==> src/rtl/assert_macros.svh <==
// Assertion macros shared by the queue and back end modules of the PTP slave offset and delay unit.
`ifndef ASSERT_MACROS_SVH
`define ASSERT_MACROS_SVH

// A condition that holds at every clock edge out of reset.
`define PSOD_ASSERT_ALWAYS(label, cond, msg) \
    label: assert property (@(posedge clk) disable iff (!rst_n) (cond)) else $error(msg);

// A condition that, once seen, forces another one at the next clock edge.
`define PSOD_ASSERT_NEXT(label, ante, cons, msg) \
    label: assert property (@(posedge clk) disable iff (!rst_n) (ante) |=> (cons)) \
        else $error(msg);

`endif

==> src/rtl/ptp_sod_pkg.sv <==
// Types, codes and arithmetic helpers of the PTP slave offset and delay unit.
`default_nettype none

package ptp_sod_pkg;

    // Message action codes on the input channel.
    localparam logic [1:0] ACT_SYNC       = 2'd0;
    localparam logic [1:0] ACT_FOLLOW_UP  = 2'd1;
    localparam logic [1:0] ACT_DELAY_RESP = 2'd2;
    localparam logic [1:0] ACT_TX_TS      = 2'd3;

    localparam logic [29:0] NS_PER_SEC = 30'd1000000000;

    // Input beat.
    typedef struct packed {
        logic [1:0]         action;
        logic [15:0]        msg_seq;
        logic               hw_ts_present;
        logic [31:0]        hw_seconds;
        logic [29:0]        hw_nanoseconds;
        logic [31:0]        msg_seconds;
        logic [29:0]        msg_nanoseconds;
        logic signed [63:0] correction;
        logic               two_step;
    } item_t;

    // Result beat.
    typedef struct packed {
        logic               send_delay_req;
        logic [15:0]        delay_req_seq;
        logic               update_valid;
        logic signed [63:0] offset_ns;
        logic signed [63:0] one_way_delay_ns;
    } result_t;

    // Work kinds that the front end hands to the back end.
    typedef enum logic [2:0] {
        CMD_NONE,
        CMD_SYNC_TWO,
        CMD_SYNC_ONE,
        CMD_FOLLOW,
        CMD_TX_TS,
        CMD_RESP
    } cmd_kind_t;

    // Classified command with both timestamps already in nanoseconds.
    typedef struct packed {
        cmd_kind_t   kind;
        logic [15:0] seq;
        logic [63:0] hw_time;
        logic [63:0] msg_time;
        logic [63:0] corr;
    } cmd_t;

    // Seconds and nanoseconds to a nanosecond count.
    function automatic logic [63:0] to_ns(input logic [31:0] sec, input logic [29:0] nsec);
        logic [61:0] prod;
        prod = {30'd0, sec} * {32'd0, NS_PER_SEC};
        return {2'b00, prod} + {34'd0, nsec};
    endfunction

    // Correction field to whole nanoseconds (arithmetic shift right by 16).
    function automatic logic [63:0] corr_to_ns(input logic [63:0] v);
        return {{16{v[63]}}, v[63:16]};
    endfunction

    // Signed halving that truncates toward zero.
    function automatic logic [63:0] half_to_zero(input logic [63:0] v);
        logic [63:0] biased;
        biased = v + {63'd0, v[63]};
        return {biased[63], biased[63:1]};
    endfunction

endpackage

`default_nettype wire

==> src/rtl/ptp_sod_fifo.sv <==
// Small synchronous first-in first-out queue built from registers.
`default_nettype none

`include "assert_macros.svh"

module ptp_sod_fifo #(
    parameter int WIDTH = 8,
    parameter int DEPTH = 2
) (
    input  wire logic             clk,
    input  wire logic             rst_n,
    input  wire logic             push,
    input  wire logic [WIDTH-1:0] wdata,
    output logic                  full,
    input  wire logic             pop,
    output logic [WIDTH-1:0]      rdata,
    output logic                  empty
);

    localparam int PtrW = (DEPTH > 1) ? $clog2(DEPTH) : 1;
    localparam int CntW = $clog2(DEPTH + 1);

    logic [WIDTH-1:0] mem_reg [DEPTH];
    logic [PtrW-1:0]  wr_ptr_reg, wr_ptr_next;
    logic [PtrW-1:0]  rd_ptr_reg, rd_ptr_next;
    logic [CntW-1:0]  count_reg, count_next;
    logic             do_push;
    logic             do_pop;

    assign full    = (count_reg == CntW'(DEPTH));
    assign empty   = (count_reg == '0);
    assign do_push = push && !full;
    assign do_pop  = pop && !empty;
    assign rdata   = mem_reg[rd_ptr_reg];

    // Pointer and occupancy update.
    always_comb
    begin
        wr_ptr_next = wr_ptr_reg;
        rd_ptr_next = rd_ptr_reg;
        count_next  = count_reg;
        if (do_push)
        begin
            wr_ptr_next = (wr_ptr_reg == PtrW'(DEPTH - 1)) ? '0 : wr_ptr_reg + 1'b1;
        end
        if (do_pop)
        begin
            rd_ptr_next = (rd_ptr_reg == PtrW'(DEPTH - 1)) ? '0 : rd_ptr_reg + 1'b1;
        end
        if (do_push && !do_pop)
        begin
            count_next = count_reg + 1'b1;
        end
        else if (do_pop && !do_push)
        begin
            count_next = count_reg - 1'b1;
        end
    end

    always_ff @(posedge clk or negedge rst_n)
    begin
        if (!rst_n)
        begin
            wr_ptr_reg <= '0;
            rd_ptr_reg <= '0;
            count_reg  <= '0;
        end
        else
        begin
            wr_ptr_reg <= wr_ptr_next;
            rd_ptr_reg <= rd_ptr_next;
            count_reg  <= count_next;
        end
    end

    // Storage needs no reset; occupancy tells which entries hold data.
    always_ff @(posedge clk)
    begin
        if (do_push)
        begin
            mem_reg[wr_ptr_reg] <= wdata;
        end
    end

    `PSOD_ASSERT_ALWAYS(a_count_bound, count_reg <= CntW'(DEPTH), "fifo occupancy over depth")
    `PSOD_ASSERT_NEXT(a_push_grows, do_push && !do_pop, count_reg == $past(count_reg) + 1'b1, "fifo push lost")

endmodule

`default_nettype wire

==> src/rtl/ptp_sod_front.sv <==
// Front end: takes input beats, converts timestamps to nanoseconds and classifies them.
`default_nettype none

module ptp_sod_front
    import ptp_sod_pkg::*;
(
    input  wire logic  clk,
    input  wire logic  rst_n,
    input  wire logic  push,
    output logic       full,
    input  wire item_t item,
    output logic       cmd_push,
    output cmd_t       cmd,
    input  wire logic  cmd_full
);

    logic  in_valid_reg, in_valid_next;
    item_t in_item_reg;
    logic  take;

    // One input register; it frees up whenever the command queue has room.
    assign full     = in_valid_reg && cmd_full;
    assign take     = push && !full;
    assign cmd_push = in_valid_reg;

    always_comb
    begin
        if (take)
        begin
            in_valid_next = 1'b1;
        end
        else if (cmd_full)
        begin
            in_valid_next = in_valid_reg;
        end
        else
        begin
            in_valid_next = 1'b0;
        end
    end

    always_ff @(posedge clk or negedge rst_n)
    begin
        if (!rst_n)
        begin
            in_valid_reg <= 1'b0;
        end
        else
        begin
            in_valid_reg <= in_valid_next;
        end
    end

    always_ff @(posedge clk)
    begin
        if (take)
        begin
            in_item_reg <= item;
        end
    end

    // Classification of the held beat into a command for the back end.
    always_comb
    begin
        cmd.seq      = in_item_reg.msg_seq;
        cmd.hw_time  = to_ns(in_item_reg.hw_seconds, in_item_reg.hw_nanoseconds);
        cmd.msg_time = to_ns(in_item_reg.msg_seconds, in_item_reg.msg_nanoseconds);
        cmd.corr     = in_item_reg.correction;
        case (in_item_reg.action)
            ACT_SYNC:
            begin
                if (!in_item_reg.hw_ts_present)
                begin
                    cmd.kind = CMD_NONE;
                end
                else if (in_item_reg.two_step)
                begin
                    cmd.kind = CMD_SYNC_TWO;
                end
                else
                begin
                    cmd.kind = CMD_SYNC_ONE;
                end
            end
            ACT_FOLLOW_UP:  cmd.kind = CMD_FOLLOW;
            ACT_DELAY_RESP: cmd.kind = CMD_RESP;
            ACT_TX_TS:      cmd.kind = CMD_TX_TS;
            default:        cmd.kind = CMD_NONE;
        endcase
    end

endmodule

`default_nettype wire

==> src/rtl/ptp_sod_back.sv <==
// Back end: exchange state, offset and delay arithmetic pipeline.
`default_nettype none

`include "assert_macros.svh"

module ptp_sod_back
    import ptp_sod_pkg::*;
(
    input  wire logic  clk,
    input  wire logic  rst_n,
    input  wire cmd_t  cmd,
    input  wire logic  cmd_empty,
    output logic       cmd_pop,
    output logic       res_push,
    output result_t    res,
    input  wire logic  res_full
);

    // Tag that rides along with every beat through the pipeline.
    typedef struct packed {
        logic        send;
        logic [15:0] seq;
        logic        resp;
    } tag_t;

    typedef struct packed {
        tag_t        tag;
        logic [63:0] a;
        logic [63:0] b;
        logic [63:0] c1;
        logic [63:0] c4;
    } st1_t;

    typedef struct packed {
        tag_t        tag;
        logic [63:0] x;
        logic [63:0] y;
    } st2_t;

    // Exchange state.
    logic [63:0] origin_reg, origin_next;
    logic [63:0] sync_rx_reg, sync_rx_next;
    logic [63:0] req_tx_reg, req_tx_next;
    logic [63:0] sync_corr_reg, sync_corr_next;
    logic [15:0] exp_seq_reg, exp_seq_next;
    logic [15:0] req_seq_reg, req_seq_next;

    logic s1_valid_reg, s2_valid_reg, s3_valid_reg;
    st1_t s1_reg, s1_next;
    st2_t s2_reg, s2_next;
    st2_t s3_reg, s3_next;
    logic adv;
    logic [15:0] seq_inc;

    // The whole pipeline moves unless the last stage is blocked by the result queue.
    assign adv      = !(s3_valid_reg && res_full);
    assign cmd_pop  = adv && !cmd_empty;
    assign seq_inc  = req_seq_reg + 16'd1;

    // Stage one: apply the command to the state and snapshot the operands.
    always_comb
    begin
        origin_next    = origin_reg;
        sync_rx_next   = sync_rx_reg;
        req_tx_next    = req_tx_reg;
        sync_corr_next = sync_corr_reg;
        exp_seq_next   = exp_seq_reg;
        req_seq_next   = req_seq_reg;
        s1_next.tag.send = 1'b0;
        s1_next.tag.seq  = 16'd0;
        s1_next.tag.resp = 1'b0;
        s1_next.a  = sync_rx_reg - origin_reg;
        s1_next.b  = cmd.msg_time - req_tx_reg;
        s1_next.c1 = corr_to_ns(sync_corr_reg);
        s1_next.c4 = corr_to_ns(cmd.corr);
        case (cmd.kind)
            CMD_SYNC_TWO:
            begin
                sync_rx_next   = cmd.hw_time;
                sync_corr_next = cmd.corr;
                exp_seq_next   = cmd.seq;
            end
            CMD_SYNC_ONE:
            begin
                sync_rx_next   = cmd.hw_time;
                sync_corr_next = cmd.corr;
                exp_seq_next   = cmd.seq;
                origin_next    = cmd.msg_time;
                req_seq_next   = seq_inc;
                s1_next.tag.send = 1'b1;
                s1_next.tag.seq  = seq_inc;
            end
            CMD_FOLLOW:
            begin
                if (cmd.seq == exp_seq_reg)
                begin
                    origin_next    = cmd.msg_time;
                    sync_corr_next = sync_corr_reg + cmd.corr;
                    req_seq_next   = seq_inc;
                    s1_next.tag.send = 1'b1;
                    s1_next.tag.seq  = seq_inc;
                end
            end
            CMD_TX_TS:
            begin
                if (cmd.seq == req_seq_reg)
                begin
                    req_tx_next = cmd.hw_time;
                end
            end
            CMD_RESP:
            begin
                s1_next.tag.resp = 1'b1;
            end
            default:
            begin
                s1_next.tag.resp = 1'b0;
            end
        endcase
    end

    // Stage two: both one-way differences less their corrections.
    always_comb
    begin
        s2_next.tag = s1_reg.tag;
        s2_next.x   = s1_reg.a - s1_reg.c1;
        s2_next.y   = s1_reg.b - s1_reg.c4;
    end

    // Stage three: difference and sum of the two directions.
    always_comb
    begin
        s3_next.tag = s2_reg.tag;
        s3_next.x   = s2_reg.y - s2_reg.x;
        s3_next.y   = s2_reg.y + s2_reg.x;
    end

    // Last step: halve and form the result beat.
    assign res_push = s3_valid_reg && !res_full;

    always_comb
    begin
        res.send_delay_req = s3_reg.tag.send;
        res.delay_req_seq  = s3_reg.tag.seq;
        res.update_valid   = s3_reg.tag.resp;
        res.offset_ns        = s3_reg.tag.resp ? half_to_zero(s3_reg.x) : 64'd0;
        res.one_way_delay_ns = s3_reg.tag.resp ? half_to_zero(s3_reg.y) : 64'd0;
    end

    // State and valid bits.
    always_ff @(posedge clk or negedge rst_n)
    begin
        if (!rst_n)
        begin
            origin_reg    <= '0;
            sync_rx_reg   <= '0;
            req_tx_reg    <= '0;
            sync_corr_reg <= '0;
            exp_seq_reg   <= '0;
            req_seq_reg   <= '0;
            s1_valid_reg  <= 1'b0;
            s2_valid_reg  <= 1'b0;
            s3_valid_reg  <= 1'b0;
        end
        else
        begin
            if (cmd_pop)
            begin
                origin_reg    <= origin_next;
                sync_rx_reg   <= sync_rx_next;
                req_tx_reg    <= req_tx_next;
                sync_corr_reg <= sync_corr_next;
                exp_seq_reg   <= exp_seq_next;
                req_seq_reg   <= req_seq_next;
            end
            if (adv)
            begin
                s1_valid_reg <= !cmd_empty;
                s2_valid_reg <= s1_valid_reg;
                s3_valid_reg <= s2_valid_reg;
            end
        end
    end

    // Pipeline payload.
    always_ff @(posedge clk)
    begin
        if (adv)
        begin
            s1_reg <= s1_next;
            s2_reg <= s2_next;
            s3_reg <= s3_next;
        end
    end

    `PSOD_ASSERT_NEXT(a_stall_hold, s3_valid_reg && res_full, s3_valid_reg && $stable(s3_reg), "stalled result beat changed")
    `PSOD_ASSERT_ALWAYS(a_seq_track, !(s1_valid_reg && s1_reg.tag.send) || (s1_reg.tag.seq == req_seq_reg), "request sequence out of step")
    `PSOD_ASSERT_ALWAYS(a_one_kind, !(s1_reg.tag.send && s1_reg.tag.resp) || !s1_valid_reg, "request and update in one beat")

endmodule

`default_nettype wire

==> src/rtl/ptp_slave_offset_delay_unit.sv <==
// PTPv2 slave end-to-end exchange: offset and mean path delay from decoded message events.
//
// Input channel: a beat (item) is taken at a clock edge with push high and full low. Each beat
// is one decoded event: Sync, Follow_Up, Delay_Resp or a Delay_Req transmit timestamp report.
// Result channel: exactly one result beat per input beat, in input order. The oldest result is
// on the result port while empty is low and leaves at an edge with pop high.
// A result carries send_delay_req with its new sequence number when a Delay_Req is due, and
// update_valid with offset_ns and one_way_delay_ns after a Delay_Resp; unused fields are zero.
// Path: a result reaches the result port through the input register with the timestamp
// multipliers, loaded at the edge that takes its input beat, then the command queue, three
// arithmetic stages and the result queue.
// Throughput: one beat per cycle unless the result queue fills; every stage is a plain
// register and the exchange state changes per popped command, so beats follow back to back.
// Stalls: when pop stays low the result queue fills, the back end pipeline holds, the command
// queue fills and full rises; nothing is dropped and beats resume where they stopped.
// Reset: rst_n clears all queues and the exchange state (times, corrections, sequence numbers)
// to zero; full is low out of reset, so the block takes beats as soon as rst_n is released.
`default_nettype none

module ptp_slave_offset_delay_unit
    import ptp_sod_pkg::*;
#(
    parameter int CMD_DEPTH = 2,
    parameter int RES_DEPTH = 2
) (
    input  wire logic  clk,
    input  wire logic  rst_n,
    input  wire logic  push,
    output logic       full,
    input  wire item_t item,
    output logic       empty,
    input  wire logic  pop,
    output result_t    result
);

    cmd_t                 front_cmd;
    logic                 front_push;
    logic                 cmdq_full;
    logic                 cmdq_empty;
    logic                 cmdq_pop;
    logic [$bits(cmd_t)-1:0] cmdq_rdata;
    result_t              back_res;
    logic                 back_push;
    logic                 resq_full;
    logic [$bits(result_t)-1:0] resq_rdata;

    ptp_sod_front u_front (
        .clk      (clk),
        .rst_n    (rst_n),
        .push     (push),
        .full     (full),
        .item     (item),
        .cmd_push (front_push),
        .cmd      (front_cmd),
        .cmd_full (cmdq_full)
    );

    ptp_sod_fifo #(
        .WIDTH ($bits(cmd_t)),
        .DEPTH (CMD_DEPTH)
    ) u_cmd_q (
        .clk   (clk),
        .rst_n (rst_n),
        .push  (front_push),
        .wdata (front_cmd),
        .full  (cmdq_full),
        .pop   (cmdq_pop),
        .rdata (cmdq_rdata),
        .empty (cmdq_empty)
    );

    ptp_sod_back u_back (
        .clk       (clk),
        .rst_n     (rst_n),
        .cmd       (cmd_t'(cmdq_rdata)),
        .cmd_empty (cmdq_empty),
        .cmd_pop   (cmdq_pop),
        .res_push  (back_push),
        .res       (back_res),
        .res_full  (resq_full)
    );

    ptp_sod_fifo #(
        .WIDTH ($bits(result_t)),
        .DEPTH (RES_DEPTH)
    ) u_res_q (
        .clk   (clk),
        .rst_n (rst_n),
        .push  (back_push),
        .wdata (back_res),
        .full  (resq_full),
        .pop   (pop),
        .rdata (resq_rdata),
        .empty (empty)
    );

    assign result = result_t'(resq_rdata);

endmodule

`default_nettype wire

==> config.mk <==
export PLATFORM = sky130hd
export DESIGN_NAME = ptp_slave_offset_delay_unit
export DESIGN_NICKNAME = d
export VERILOG_FILES = /design/src/rtl/ptp_sod_pkg.sv /design/src/rtl/ptp_sod_fifo.sv /design/src/rtl/ptp_sod_front.sv /design/src/rtl/ptp_sod_back.sv /design/src/rtl/ptp_slave_offset_delay_unit.sv
export VERILOG_INCLUDE_DIRS = /design/src /design/src/rtl
export SDC_FILE = /design/constraint.sdc
export NUM_CORES = 2
export LEC_CHECK = 0
export BUFFER_PORTS_ARGS = -buffer_cell sky130_fd_sc_hd__buf_2
export CAP_MARGIN = 30
export CORE_ASPECT_RATIO = 1.1
export CORE_MARGIN = 2
export CORE_UTILIZATION = 28
export DETAILED_ROUTE_END_ITERATION = 12
export PLACE_DENSITY = 0.43
export SLEW_MARGIN = 15
export SYNTH_ARGS = -nofsm -noshare
export SYNTH_HDL_FRONTEND = slang
export SYNTH_SLANG_ARGS = --single-unit
==> constraint.sdc <==
create_clock -name clk -period 18.65 [get_ports clk]
set_clock_uncertainty 0.05 [all_clocks]
set_input_delay 0.9325 -clock clk [delete_from_list [all_inputs] [get_ports clk]]
set_output_delay 0.9325 -clock clk [all_outputs]
set_load 0.005 [all_outputs]
# After elaboration in Yosys (flattened, before gate mapping)
# Memory sizes are Yosys's and may differ from the RTL's.
# Index checks and enable logic that the tools add are counted.
[totals]
reg_bits = 1042
latch_bits = 0
ramBits = 710
rom_bits = 0
output_inout_bits = 148
word_cells = 143
n_memories = 2
[op_classes]
n_addsub = 20
n_mul = 2
div_mod_pow = 0
magnitude_cmp = 0
n_eq_ne = 14
n_shift = 0
n_mux = 28
bitwise_logic = 0
reduce_logical = 35
[mem_list]
columns = ["memory", "depth", "word_bits", "rd", "rd_clocked_by_memory_dff", "write_ports", "line", "text"]
rows = [
  ["u_cmd_q.mem_reg", 2, 209, 1, 0, 1, "ptp_sod_fifo.sv:23", "logic [WIDTH-1:0] mem_reg [DEPTH];"],
  ["u_res_q.mem_reg", 2, 146, 1, 0, 1, "ptp_sod_fifo.sv:23", ""],
]
[op_table]
columns = ["cell", "n"]
rows = [
  ["$sub A64 B64 Y64", 5],
  ["$mux W64", 4],
  ["$pmux W64 S2", 2],
  ["$add A64 B1 Y64", 2],
  ["$add A64 B64 Y64", 2],
  ["$add A62 B30 Y63", 2],
  ["$mul A32 B21 Y53 const B", 2],
  ["$pmux W17 S2", 1],
  ["$eq A16 B16 Y1", 2],
  ["$pmux W16 S2", 1],
  ["$mux W17", 1],
  ["$add A16 B1 Y16 const B", 1],
  ["$mux W16", 1],
  ["$logic_and A1 B1 Y1", 13],
  ["$pmux W3 S4", 1],
  ["$mux W1", 11],
  ["$logic_not A1 Y1", 10],
  ["$mux W2", 5],
  ["$reduce_and A3 Y1", 3],
  ["$eq A2 B2 Y1 const B", 4],
  ["$reduce_bool A2 Y1", 4],
  ["$eq A3 B2 Y1 const B", 2],
  ["$eq A3 B3 Y1 const B", 2],
  ["$logic_not A2 Y1", 3],
  ["other kinds (10)", 15],
]

# Logic depth before layout (Yosys ltp)
[logic_depth]
word_depth = 8
ltp_mapped = 33

# By module
# A second synthesis with hierarchy kept.
[unflattened]
hier_cells = 11091
area_unflattened_um2 = 123778.7
[modules_own_cells]
columns = ["module", "instances", "cells_each", "area_per_inst_um2", "seq_area_each_um2"]
rows = [
  ["ptp_sod_back", 1, 6183, 58295.9, 23287.3],
  ["ptp_sod_front", 1, 3759, 38431.9, 6271.0],
  ["ptp_sod_fifo (u_cmd_q)", 1, 676, 16268.1, 12772.2],
  ["ptp_sod_fifo (u_res_q)", 1, 473, 10782.8, 8868.5],
]

# Least setup slack after synthesis
# Ideal clock, no wire load.
[synth_path]
path_type = "register -> register"
start = "register u_res_q.count_reg[0]"
end = "register u_back.s3_reg (netlist bit u_back.res[128]) (enable)"
setup_time_ns = 5.074
arrival_time_ns = 12.113
path_slack_ns = 1.413
path_stages_with_launch = 2
path_buffers = 0
period_less_slack_ns = 17.237
cell_sequence = "dfrtp_1 -> nand3b_1"
[synth_between]
elab_chain_len = 2
[synth_lines]
columns = ["element", "line", "text"]
rows = [
  ["start: declaration", "ptp_sod_fifo.sv:26", "logic [CntW-1:0] count_reg, count_next;"],
  ["start signal: assignment", "ptp_sod_fifo.sv:72", "count_reg <= count_next;"],
  ["$eq A2 B2 Y1", "ptp_sod_fifo.sv:30", "assign full = (count_reg == CntW'(DEPTH));"],
  ["$logic_and A1 B1 Y1", "ptp_sod_back.sv:56", "assign adv = !(s3_valid_reg && res_full);"],
  ["end signal: assignment", "ptp_sod_back.sv:192", "s3_reg <= s3_next;"],
  ["end: declaration", "ptp_sod_back.sv:51", "st2_t s3_reg, s3_next;"],
]
# No other way between the ends.
# A chain may end at the register's enable or synchronous reset.

==> results.md <==
| Quantity | Reported | Unit |
|---|---|---|
| Number of iterations in the first detailed-routing pass | 6 | - |
| Met1 track demand over resource | 20.7 | % |
| Die Area | 430000 | um^2 |
| Number of H-tree levels | 4 | - |
| DR WL/cell | 19.8 | um |
| Post-Route WL | 333000 | um |
| Global route total overflow | 0 | - |
| Final min period | 8.39 | ns |
| Post-synth top flop | edfxtp_1 | - |
| Top cell types by occurrence after synthesis | inv_1, edfxtp_1, ha_1 | - |
| Largest net degree at the start of global routing | 107 | - |
| Run status | finished, final reports clean | - |
| Parity-gate share of the synthesized area counting xor and xnor cells | 5.64 | % |
| Post-synthesis mux area share | 3.36 | % |
| Global-route wire length before repair | 504000 | um |
| Largest family of logic cells by synthesized area | adder cells | - |
| Top cell type by total area after synthesis | edfxtp_1 | - |
| Data required time at the worst endpoint | 19.20 | ns |
| Setup bufs post-CTS | 0 | - |
| Detailed router's first-iteration violation count | 4278 | - |
| Number of hold buffers added after CTS | 1 | - |
| Share of async-settable or async-resettable flops after synthesis | 17.0 | % |
| Maximum fanout along the worst path | 7 | - |
| Max frequency | 0.119 | GHz |
| Synthesized area per cell | 11.0 | um^2 |
| Yosys Warn Count | 0 | - |
| Summed negative setup slack over all endpoints | 0 | ns |
| #FFs+latches synth | 1744 | - |
| Residual antenna-violating net count after detailed routing | 0 | - |
| Area added between synthesis and finish | 12.4 | % |
| Share of Yosys cell area claimed by the top area cell type | 36.5 | % |
| HP Class | in -> reg | - |
| Most utilized layer in the global route result | met2 | - |
| I/O pins | 360 | - |
| DRC violations left | 0 | - |
| Clock Root Buffer | clkbuf_16 | - |
| Initial Utilization | 28.1 | % |
| Row count | 251 | - |
| Cells after synthesis | 10800 | - |
| Met2 routing resource usage after global routing | 25.8 | % |
| Insertion delay of the later-clocked pin in the worst-skew pair | 0.94 | ns |
| Core area | 424000 | um^2 |
| Post-synthesis share of cell area spent on and, or, nand and nor gates | 9.01 | % |
| Fraction of final layout cells with drive strength greater than 1 | 9.69 | % |
| Largest buffer count on any clock path | 4 | - |
| Largest incremental delay on the critical path | 0.55 | ns |
| Via count of the first global-routing pass | 81300 | - |
| CP Launch Type | flip-flop | - |
| Number of sinks on the clock net | 1744 | - |
| Distinct cells, synth | 107 | - |
| Post-placement worst setup slack | 10.20 | ns |
| Worst EP arrival | 8.95 | ns |
| Hold Slack | 0.122 | ns |
| Width of the die | 626 | um |
| Number of flops mapped to enable cells by yosys | 1447 | - |
| Estimated wirelength of the detail-placed design | 268000 | um |
| Final-report setup violation count | 0 | - |
| Number of flip-flops in the largest register | 418 | - |
| Resized Gates After CTS | 0 | - |
| Number of max-slew violations in the final report | 0 | - |
| Normalized max-slew margin | 29.4 | % |
| Worst Setup End Kind | flip-flop | - |
| Leading cell type by number of instances after synthesis | inv_1 | - |
| Cell area after technology mapping | 119000 | um^2 |
| All-Layer GR Usage | 15.2 | % |
| Via-to-Cell Ratio | 4.63 | - |
| Clock-pin slew on the worst setup and hold paths | 0.06 | ns |
| Compound-Gate Fraction of Synth Area | 12.0 | % |
| Post-layout nets | 13000 | - |
| Crit-path slowest cell | edfxtp_1 | - |
| Final Hold Fails | 0 | - |
| Most frequent CP cell | fa_1 | - |
| Input/output buffers | 359 | - |
| Worst-case setup margin in the final layout | 10.26 | ns |
| Adder-cell share of the synthesized area | 21.4 | % |
| Transition time at the pin with the least slew margin | 1.05 | ns |
| Die span in y | 688 | um |
| Share of synthesized area occupied by flip-flops and latches | 42.8 | % |
| Clock tree from TritonCTS | built | - |
| Routed vias | 78100 | - |
| Synthesized net count | 12700 | - |
| Portion of the clock cycle consumed by the worst path in the final layout | 45.0 | % |
| Crit path kind | reg -> reg | - |
| Num CTS Buffers | 207 | - |
| Antenna violations before repair | 25 | - |
| GPL Wtd Cong | 0.901 | - |
| Top cells by area in the synthesized netlist | edfxtp_1, ha_1, fa_1, dfrtp_1, inv_1 | - |
| GR met3 Demand/Resource | 1.61 | % |
| Maximum capacitance violations | 0 | - |
| RSZ-0062 raised after global routing | no | - |
-- worst paths after layout --
path | end | start | cells past startpoint | slack [ns]
max | u_cmd_q.mem_reg[0][188] | u_front.in_item_reg[166] | 28 | 10.26
min | u_front.in_item_reg[110] | item[110] | 1 | 0.12
max reg2reg | u_cmd_q.mem_reg[0][188] | u_front.in_item_reg[166] | 28 | 10.26
min reg2reg | u_cmd_q.mem_reg[1][205] | u_front.cmd[207] | 0 | 0.37
max in group asynchronous | u_res_q.rd_ptr_reg | rst_n | 6 | 15.38
min in group asynchronous | u_back.req_tx_reg[0] | rst_n | 2 | 0.59
-- worst max-delay path: cells and delay by family (launching register included) --
kind            cells  cell delay, ns
fa+ha+maj           9            3.93
simple gates        8            1.96
xor+xnor            2            0.30
flops               1            0.55
buf+inv             4            0.23
compound gates      5            1.07
-- cell usage in the layout (no fill, tap or decap), types with 36 or more instances in the layout --
cell type  Yosys  routed
nor2b_1      100      99
mux2_2       271     271
xor2_1       254     254
buf_2         22     360
mux2i_1       95      95
xnor2_1      511     511
or3_1         48      48
a21oi_1      672     672
o211ai_1      36      36
clkbuf_1     284      45
a31oi_1       63      63
o21a_1        70      70
ha_1        1022    1022
o21bai_1     109     109
edfxtp_1    1447    1447
fa_1         633     633
clkbuf_16      0     210
nor3_1       123     123
and2_1       134     133
and3_1        91      89
a21o_1       327     327
nand2b_1      79      78
clkinv_1       3      39
nand3_1      163     162
a21boi_0      39      39
a211oi_1      50      50
o21ai_0      612     612
buf_4          4      48
nor2_1       465     462
nand2_1      706     706
inv_1       1492    1492
nand4_1      133     133
dfrtp_1      297     295
-- area by class of cell --
class	instances	area [um^2]
sequential	1744	50900
fill	43200	290000
timing repair buffer	415	2290
tap	5566	6960
antenna	7	17.5
clock inverter	114	1110
inverter	1496	5620
multi-input combinational	7257	61300
clock buffer	269	5620
-- cells by family after synthesis --
logic type / after synthesis
mux: 366
fa+ha+maj: 1655
buf+inv: 1829
flops: 1744
simple gates: 2187
xor+xnor: 766
compound gates: 2283
-- metrics by stage --
stage | std cells | cell area (um^2) | utilization, %
after global routing | 16900 | 134000 | 31.6
after CTS | 16900 | 134000 | 31.5
after global placement | 16500 | 127000 | 30.0
after detailed placement | 16500 | 127000 | 30.0
after floorplan | 10800 | 119000 | -
final | 16900 | 134000 | 31.6
-- metal layers --
metal  part of all wire [%]  up-vias
li1                       -    38300
met1                     47    38000
met2                     47     1401
met3                    3.2      434
met4                    2.8        2
met5                 0.0048        -
Power is not shown: default switching activity piles up to over one toggle a cycle in this logic, so the estimate is an artifact.
